==> config.mk <==
export PLATFORM = sky130hd
export DESIGN_NAME = sensor_reply_frame_parser_unit
export DESIGN_NICKNAME = d
export VERILOG_FILES = /design/src/rtl/core/srfp_pkg.sv /design/src/rtl/core/srfp_frame_track.sv /design/src/rtl/core/srfp_out_reg.sv /design/src/rtl/core/sensor_reply_frame_parser_unit.sv
export SDC_FILE = /design/constraint.sdc
export NUM_CORES = 1
export LEC_CHECK = 0
export BUFFER_PORTS_ARGS = -buffer_cell sky130_fd_sc_hd__clkbuf_2
export CAP_MARGIN = 20
export CORE_MARGIN = 2
export CORE_UTILIZATION = 48
export CTS_CLUSTER_SIZE = 25
export DETAILED_ROUTE_END_ITERATION = 10
export PLACE_DENSITY = 0.76
export SLEW_MARGIN = 0
export SYNTH_ARGS = -nofsm -noshare
export SYNTH_HDL_FRONTEND = slang
export SYNTH_SLANG_ARGS = --single-unit
==> constraint.sdc <==
create_clock -name i_clk -period 6.34 [get_ports i_clk]
set_input_delay 0.634 -clock i_clk [delete_from_list [all_inputs] [get_ports i_clk]]
set_output_delay 0.634 -clock i_clk [all_outputs]
set_load 0.005 [all_outputs]
==> src/rtl/core/srfp_pkg.sv <==
// Shared types and constants of the sensor reply frame parser.
package srfp_pkg;

    typedef logic [3:0] t_pos;
    typedef logic [7:0] t_byte;
    typedef logic [15:0] t_reading;

    localparam t_pos FRAME_LENGTH  = 4'd11;
    localparam t_pos POS_CHECKSUM  = 4'd10;
    localparam t_pos LAST_SUMMED   = 4'd9;
    localparam t_pos FIRST_READING = 4'd4;
    localparam t_pos POS_HDR1      = 4'd1;
    localparam t_pos POS_HDR0      = 4'd0;
    localparam t_byte HDR0         = 8'hFE;
    localparam t_byte HDR1         = 8'hA5;
    localparam int NUM_READINGS    = 3;

    typedef enum logic [1:0] {
        ST_OK        = 2'd0,
        ST_CSUM_BAD  = 2'd1,
        ST_BAD_FRAME = 2'd2
    } t_status;

    typedef struct packed {
        t_status  status;
        t_reading pm1;
        t_reading pm25;
        t_reading pm10;
        t_byte    computed_sum;
        t_byte    received_sum;
    } t_result;

endpackage

==> src/rtl/core/srfp_frame_track.sv <==
// Frame position, running sum, header check and reading capture for one reply.
module srfp_frame_track
    import srfp_pkg::*;
(
    input  logic    i_clk,
    input  logic    i_rst_n,
    input  logic    i_step,
    input  t_byte   i_byte,
    input  logic    i_first,
    output logic    o_res_valid,
    output t_result o_res
);

    t_pos     r_pos, n_pos;
    logic     r_coll, n_coll;
    t_byte    r_sum, n_sum;
    logic     r_hg, n_hg;
    t_reading r_rd [NUM_READINGS];
    t_reading n_rd [NUM_READINGS];

    always_comb begin
        t_pos       off;
        logic [1:0] k;
        n_pos  = r_pos;
        n_coll = r_coll;
        n_sum  = r_sum;
        n_hg   = r_hg;
        n_rd   = r_rd;
        off    = '0;
        k      = '0;
        o_res_valid        = 1'b0;
        o_res.status       = ST_BAD_FRAME;
        o_res.pm1          = '0;
        o_res.pm25         = '0;
        o_res.pm10         = '0;
        o_res.computed_sum = r_sum;
        o_res.received_sum = '0;

        if (i_first) begin
            // A new request cuts short any reply that is only partly in.
            if (r_coll && r_pos != POS_HDR0 && r_pos < FRAME_LENGTH) begin
                o_res_valid = 1'b1;
            end
            n_coll = 1'b1;
            n_pos  = '0;
            n_sum  = '0;
            n_hg   = 1'b0;
            n_rd   = '{default: '0};
        end

        if (n_coll && n_pos < FRAME_LENGTH) begin
            if (n_pos == POS_HDR0) begin
                n_hg = (i_byte == HDR0);
            end else if (n_pos <= LAST_SUMMED) begin
                if (n_pos == POS_HDR1) begin
                    n_hg = n_hg && (i_byte == HDR1);
                end
                n_sum = n_sum + i_byte;
                if (n_pos >= FIRST_READING) begin
                    off = n_pos - FIRST_READING;
                    k   = off[2:1];
                    if (!off[0]) begin
                        n_rd[k] = {i_byte, 8'h00};
                    end else begin
                        n_rd[k] = n_rd[k] | {8'h00, i_byte};
                    end
                end
            end else if (n_pos == POS_CHECKSUM) begin
                o_res_valid        = 1'b1;
                o_res.computed_sum = n_sum;
                o_res.received_sum = i_byte;
                if (!n_hg) begin
                    o_res.status = ST_BAD_FRAME;
                end else if (n_sum == i_byte) begin
                    o_res.status = ST_OK;
                    o_res.pm1    = n_rd[0];
                    o_res.pm25   = n_rd[1];
                    o_res.pm10   = n_rd[2];
                end else begin
                    o_res.status = ST_CSUM_BAD;
                end
                n_coll = 1'b0;
            end
            n_pos = n_pos + 4'd1;
        end

        if (!i_step) begin
            o_res_valid = 1'b0;
        end
    end

    always_ff @(posedge i_clk) begin
        if (!i_rst_n) begin
            r_pos  <= '0;
            r_coll <= 1'b0;
            r_sum  <= '0;
            r_hg   <= 1'b0;
        end else if (i_step) begin
            r_pos  <= n_pos;
            r_coll <= n_coll;
            r_sum  <= n_sum;
            r_hg   <= n_hg;
        end
    end

    always_ff @(posedge i_clk) begin
        if (i_step) begin
            r_rd <= n_rd;
        end
    end

    a_pos_range: assert property (@(posedge i_clk) disable iff (!i_rst_n)
        r_pos <= FRAME_LENGTH)
        else $error("byte position ran past the frame length");

    a_done_not_collecting: assert property (@(posedge i_clk) disable iff (!i_rst_n)
        (r_pos == FRAME_LENGTH) |-> !r_coll)
        else $error("still collecting after the checksum byte");

endmodule

==> src/rtl/core/srfp_out_reg.sv <==
// Result register that holds one result item until the receiver takes it.
module srfp_out_reg
    import srfp_pkg::*;
(
    input  logic    i_clk,
    input  logic    i_rst_n,
    input  logic    i_push,
    input  t_result i_res,
    input  logic    i_take,
    output logic    o_valid,
    output logic    o_free,
    output t_result o_res
);

    logic    r_valid;
    t_result r_res;

    assign o_free  = !r_valid || i_take;
    assign o_valid = r_valid;
    assign o_res   = r_res;

    always_ff @(posedge i_clk) begin
        if (!i_rst_n) begin
            r_valid <= 1'b0;
        end else if (i_push) begin
            r_valid <= 1'b1;
        end else if (i_take) begin
            r_valid <= 1'b0;
        end
    end

    always_ff @(posedge i_clk) begin
        if (i_push) begin
            r_res <= i_res;
        end
    end

    a_no_overwrite: assert property (@(posedge i_clk) disable iff (!i_rst_n)
        i_push |-> (!r_valid || i_take))
        else $error("result pushed over one not yet taken");

    a_ok_sums_match: assert property (@(posedge i_clk) disable iff (!i_rst_n)
        (r_valid && r_res.status == ST_OK) |-> (r_res.computed_sum == r_res.received_sum))
        else $error("ok result with mismatching sums");

endmodule

==> src/rtl/core/sensor_reply_frame_parser_unit.sv <==
// Top level of the sensor reply frame parser: input register, frame tracker, result register.
//
// The input channel (i_in_valid / o_in_ready) carries one received reply byte per item,
// with i_first_of_reply set on the first byte after a new request. A reply is eleven
// bytes: header bytes FE and A5, readings in bytes 4 to 9, and a modulo-256 checksum of
// bytes 1 to 9 in byte 10.
// The output channel (o_out_valid / i_out_ready) carries one result item when the
// checksum byte arrives (status ok, checksum mismatch or bad header) or when a flagged
// byte cuts a partly received reply short (status bad frame). Readings are zero unless
// the status is ok. Bytes after the eleventh, and bytes before any flagged byte, give no
// result.
// An item accepted at a clock edge is held in the input register and processed by the
// frame tracker at a later edge at which the result register is free or being emptied;
// its result, if any, is shown on the output ports right after that edge. One
// item is accepted every cycle as long as the result register is free or being emptied.
// When the receiver stalls, the pending result holds; the input register still takes
// one more item, and then o_in_ready falls until the result is taken.
// Reset clears the position, collecting flag, sum, header flag and both valid flags,
// so the block starts idle and ignores bytes until a flagged first byte.
module sensor_reply_frame_parser_unit
    import srfp_pkg::*;
(
    input  logic        i_clk,
    input  logic        i_rst_n,
    input  logic        i_in_valid,
    output logic        o_in_ready,
    input  logic [7:0]  i_rx_byte,
    input  logic        i_first_of_reply,
    output logic        o_out_valid,
    input  logic        i_out_ready,
    output logic [1:0]  o_status,
    output logic [15:0] o_reading_pm1,
    output logic [15:0] o_reading_pm25,
    output logic [15:0] o_reading_pm10,
    output logic [7:0]  o_computed_sum,
    output logic [7:0]  o_received_sum
);

    logic    r_in_valid;
    t_byte   r_in_byte;
    logic    r_in_first;
    logic    w_out_free;
    logic    w_step;
    logic    w_res_valid;
    logic    w_accept;
    t_result w_res;
    t_result w_out_res;

    // The held byte moves on whenever the result register can take what it produces.
    assign w_step     = r_in_valid && w_out_free;
    assign o_in_ready = !r_in_valid || w_out_free;
    assign w_accept   = i_in_valid && o_in_ready;

    always_ff @(posedge i_clk) begin
        if (!i_rst_n) begin
            r_in_valid <= 1'b0;
        end else if (w_accept) begin
            r_in_valid <= 1'b1;
        end else if (w_step) begin
            r_in_valid <= 1'b0;
        end
    end

    always_ff @(posedge i_clk) begin
        if (w_accept) begin
            r_in_byte  <= i_rx_byte;
            r_in_first <= i_first_of_reply;
        end
    end

    srfp_frame_track u_track (
        .i_clk       (i_clk),
        .i_rst_n     (i_rst_n),
        .i_step      (w_step),
        .i_byte      (r_in_byte),
        .i_first     (r_in_first),
        .o_res_valid (w_res_valid),
        .o_res       (w_res)
    );

    srfp_out_reg u_out (
        .i_clk   (i_clk),
        .i_rst_n (i_rst_n),
        .i_push  (w_res_valid),
        .i_res   (w_res),
        .i_take  (i_out_ready),
        .o_valid (o_out_valid),
        .o_free  (w_out_free),
        .o_res   (w_out_res)
    );

    assign o_status       = w_out_res.status;
    assign o_reading_pm1  = w_out_res.pm1;
    assign o_reading_pm25 = w_out_res.pm25;
    assign o_reading_pm10 = w_out_res.pm10;
    assign o_computed_sum = w_out_res.computed_sum;
    assign o_received_sum = w_out_res.received_sum;

    // A held byte is never lost: it either steps or stays in place.
    a_hold_input: assert property (@(posedge i_clk) disable iff (!i_rst_n)
        (r_in_valid && !w_out_free) |=> (r_in_valid && $stable(r_in_byte)))
        else $error("stalled input byte was dropped or changed");

endmodule

Word level (Yosys, flattened, before mapping)
Index checks and enable logic that the tools add are counted.

Bits of input ports: 13. Output and inout port bits: 68. Bits in writable memories: 0. Bits in read-only memories: 0. Latch bits: 0. Logic and storage cells: 100. Memories: 0. Register bits after elaboration: 139.

Multiplexer cells: 45. $add $sub $neg: 3. Magnitude comparators: 6. $mul: 0. Bitwise gates (word level): 6. Shift-type cells: 0. Equal/unequal tests: 5. Reduce and logical (&&, ||, !) cells: 18. Div/mod/pow operators: 0.

Operators with widths (number): two-way mux 48 bit (6); two-way mux 16 bit (7); bitwise mux 48 bit (2); binary-select mux 16 bit (select 2 bit) (1); demux 16 bit (select 2 bit) (1); two-way mux 8 bit (4); two-way mux 1 bit (22); equality test 8 bit, second input constant (2); OR 16 x 8 -> 16 bit (1); adder 8 bit (1); equality test 8 bit (1); < comparator 4 bit, second input constant (2); two-way mux 4 bit (2); logical AND 1 bit (7); OR reduction 6 bit (1); OR reduction 5 bit (1); adder 4 x 1 -> 4 bit, second input constant (1); equality test 4 x 1 -> 1 bit, second input constant (1); equality test 4 bit, second input constant (1); >= comparator 4 x 3 -> 1 bit, second input constant (1); <= comparator 4 bit, second input constant (1); zero test 4 bit (1); NOT 1 bit (4); nonzero test 2 bit (2); 8 further kinds (10).

Longest topological paths before layout
Depth in word-level cells: 13. Mapped depth: 15. Gate-level depth less buffers: 9.

By module
Synthesis repeated with hierarchy kept, for this count alone.

Cells, all modules: 536. Area, all modules: 6626.4 µm².

Modules (own cells, without submodules): srfp_frame_track (sequential area each 1721.7 µm², area an instance 4260.3 µm², cells an instance 451, times used 1); srfp_out_reg (sequential area each 2001.9 µm², area an instance 2030.7 µm², cells an instance 70, times used 1); sensor_reply_frame_parser_unit (sequential area each 290.3 µm², area an instance 335.3 µm², cells an instance 15, times used 1).

Worst setup path after synthesis
Ideal clock, no wire load.

Path kind: register to register. Start point: register r_in_first. End point: register u_out.r_res (netlist bit u_out.o_res[0]), enable pin. Data arrival time: 5.061 ns. Path slack: 0.789 ns. Path buffers: 5. Period minus slack after synthesis: 5.551 ns. Setup time: 0.491 ns. Data required time: 5.849 ns. Cell stages (with the launch flop): 13. Cells stage by stage: edfxtp_1 -> buf_6 -> buf_6 -> inv_1 -> buf_2 -> buf_1 -> nand2_1 -> ha_1 -> nor2_2 -> and3_1 -> clkbuf_1 -> a41oi_1 -> nor2_1.

Word-level cells in the longest chain between the ends: 7. Elaborated cells on any way between the ends: 13. Classes of those cells: order compare: 2; eq/ne: 1; mux: 8; reduce/logical: 2.

RTL lines: start: declaration (line sensor_reply_frame_parser_unit.sv:41) `logic r_in_first;`; start signal: assignment (line sensor_reply_frame_parser_unit.sv:67) `r_in_first <= i_first_of_reply;`; branches (longest 5 deep; another with <= comparator 4 bit); two-way mux 1 bit (*) (line srfp_frame_track.sv:51) `if (n_coll && n_pos < FRAME_LENGTH) begin`; two-way mux 1 bit (*) (line srfp_frame_track.sv:87) `if (!i_step) begin`; net u_out.i_push (line srfp_out_reg.sv:7) `input logic i_push,`; end signal: assignment (line srfp_out_reg.sv:34) `r_res <= i_res;`; end: declaration (line srfp_out_reg.sv:16) `t_result r_res;`.

Mark *: on every way through the listed nets, which the timed path passes. A chain may end at the register's enable or synchronous reset.

Worst setup path in the final report
Start point: register u_track.r_pos[0]. End point: register u_out.r_res (netlist bit u_out.o_res[5]), enable pin.

Word-level cells in the longest chain between the ends: 10. Elaborated cells on any way between the ends: 17. Classes of those cells: order compare: 3; eq/ne: 1; mux: 8; reduce/logical: 5.

RTL lines: start: declaration (line srfp_frame_track.sv:14) `t_pos r_pos, n_pos;`; start signal: assignment (line srfp_frame_track.sv:99) `r_pos <= n_pos;`; branches (longest 8 deep; another with < comparator 4 bit); two-way mux 1 bit (*) (line srfp_frame_track.sv:51); two-way mux 1 bit (*) (line srfp_frame_track.sv:87); net u_out.i_push (line srfp_out_reg.sv:7).

Marks and branches as above.

==> run metrics <==
status finished, final reports clean; pin count of the biggest net entering global routing 49; number of gates resized after CTS 0; combined area of all synthesized cells 6680 sq um; reg-to-reg critical path startpoint u_track.r_pos[0]$_SDFFE_PN0P_; setup slack on the worst flop-to-flop path 2650 ps; Tightest Pin Transition 915 ps; initial core utilization 48.7%; DP Cell Count 784; worst hold start i_rx_byte[0]; cell area power density 286 nW/um^2; number of cells on the worst hold path 1; Worst IR Drop VDD 151 uV; core region area 13700 sq um; portion of the post-synthesis area used by sequential elements 60.1%; Crit. End Element flop; total congestion overflow 0; DR WL/cell 17.6 um; area delta synth->final 17.2%; antenna violations before repair 0; Die X-Extent 122 um; Residual DRC 0; logic depth of the worst register-to-register path 9; flop and latch count out of synthesis 139; TritonCTS Buffers 17; final total negative setup slack 0 ps; post-detailed-route via-to-cell ratio 5.60; Slew Viols, Final 0; top_reg_cell synth edfxtp_1; number of setup violations in the final report 0; leakage power total 3.02 nW; maximum buffer depth of the clock tree 2; Slew Limit Headroom 38.7%; Top-Level Pins 81; number of hold buffers added after cts 0; Synth async-reset ratio 0%; Post-DRT Antenna Nets 0; Clock Skew 10.4 ps; number of instances in the synthesized netlist 556; total die area 14900 sq um; Clk Latency, worst-skew pair 430 ps; height of the die 122 um; worst slack after detailed placement 2140 ps; clock tree from TritonCTS built; setup repair after global routing missed its margin no; global-route wire length before repair 22700 um; count of unique library cells instantiated by Yosys 64; Synth warnings 0; arrival time of the worst setup path 3800 ps; Synth Area per Inst 12.0 sq um; clock transition at the register clock pins on the worst setup and hold paths after CTS 60 ps; most common cell after layout, fill and taps aside edfxtp_1; net count reported at finish 649; H-tree lvl count 4; initial detailed-routing violation count 338; hpwl dp 9280 um; worst setup margin 2650 ps; vias in the first global route 4452; worst setup path category reg2reg; endpoint of the worst-slack reg-to-reg timing path u_out.o_res[5]$_SDFFCE_PP0P_; maximum frequency from static timing analysis 0.271 GHz; Tcrit/Tclk final 58.2%; Pre-Repair DR Iteration Count 5; final hold violation count 0; Detailed Route WL 14300 um; count of antenna diodes in the layout 0; number of non-filler instances in the completed layout 817; fraction of final layout cells sized beyond drive strength 1 21.5%; leading cell types in the layout, fill and taps excluded 123 x edfxtp_1, 80 x clkbuf_2, 63 x nand2_1; startpoint types flop; routed via count 4574; sinks on the clock net 139; Clock Tree Root clkbuf_16; class of the tightest hold or removal check in2reg; final weighted congestion in routability-driven placement 0.844; global routing usage summed across all routing layers 20.3%; largest fanout on the critical path 45; total number of placement rows 43; number of max-cap violations 0; clock period minus worst slack 3690 ps; required time of the critical path 6440 ps; worst hold endpoint r_in_byte[0]$_DFFE_PP_; input/output buffers 80; synthesized net count 581; post-CTS setup-driven buffer insertion count 0; Post-synth EDFFs 123
## routing by layer
layer	vias to the layer above	wire [um]	GRT usage, %
met5	-	0	0
li1	2165	-	-
met2	178	6790	31.9
met3	25	1010	4.17
met1	2206	6180	26.9
met4	0	371	9.70
## registers in the layout, summed over array words and instances (netlist names), 4 cells and up
signal         flops
r_in_byte          8
u_out.o_res       66
u_track.r_pos      4
u_track.r_rd      48
u_track.r_sum      8
## worst max-delay path by stage
stage	from	to	depth (start not counted)
5_1_grt	u_track.r_pos[0]$_SDFFE_PN0P_	u_out.o_res[3]$_SDFFCE_PP0P_	9
3_3_place_gp	u_track.r_pos[0]$_SDFFE_PN0P_	u_out.o_res[4]$_SDFFCE_PP0P_	8
3_5_place_dp	u_track.r_pos[0]$_SDFFE_PN0P_	u_out.o_res[2]$_SDFFCE_PP0P_	8
6_report	u_track.r_pos[0]$_SDFFE_PN0P_	u_out.o_res[5]$_SDFFCE_PP0P_	9
4_1_cts	u_track.r_pos[0]$_SDFFE_PN0P_	u_out.o_res[5]$_SDFFCE_PP0P_	8
2_1_floorplan	r_in_first$_DFFE_PP_	u_out.o_res[0]$_SDFFCE_PP0P_	12
## per-stage QoR
step	hold slack (ps)	cell area [sq um]	util, %	power, mW
final	379	7820	57.0	2.24
after floorplan	454	6680	-	1.13
after CTS	367	7810	56.9	2.25
after global placement	428	7160	52.2	1.16
after global routing	371	7820	57.0	2.30
after detailed placement	432	7160	52.2	1.17
## final cells by class
type,count,area (sq um)
clock buffer,21,460
clock inverter,11,193
fill,1120,5900
inverter,13,48.8
multi-input combinational,364,2400
sequential,139,4010
tap,180,225
timing repair buffer,89,480
## worst max-delay path, stage by stage, from the launching register on
cell,delay (ps)
dfxtp_1,620
nor2b_1,310
buf_4,260
inv_1,110
ha_1,270
nor2_2,260
and3_1,390
a41oi_1,150
nor2_4,630
buf_12,320
## kinds of logic after synthesis
family	synth area share (%)
adders and majority gates	2.36
and+or+nand+nor	16.7
AOI/OAI and AO/OA	11.3
muxes	4.95
DFF	60.1
xor gates and xnor gates	0.394
buffers and inverters	4.14
## power breakdown
part	switching (mW)	leakage [nW]	total, mW	internal, mW
combinational	0.0736	1.31	0.110	0.0369
sequential	0.0272	1.40	1.04	1.02
clock	0.365	0.313	1.08	0.718
total	0.466	3.02	2.24	1.77
## cell usage after synthesis (8+ instances only)
cell	count	share of area (%)
edfxtp_1	123	55
nand2_1	63	3.5
and2_1	62	5.8
o21ai_0	41	3.1
mux2i_1	33	4.9
a21oi_1	21	1.6
clkbuf_1	17	0.96
dfxtp_1	16	4.8
inv_1	12	0.67
nor2_1	12	0.67
ha_1	11	2.1
nand3_1	10	0.75
nor2b_1	10	0.94
o211ai_1	10	1.1
buf_2	8	0.60
nand3b_1	8	0.90
o2bb2ai_1	8	1.0
Power figures use the tool's default switching activity.
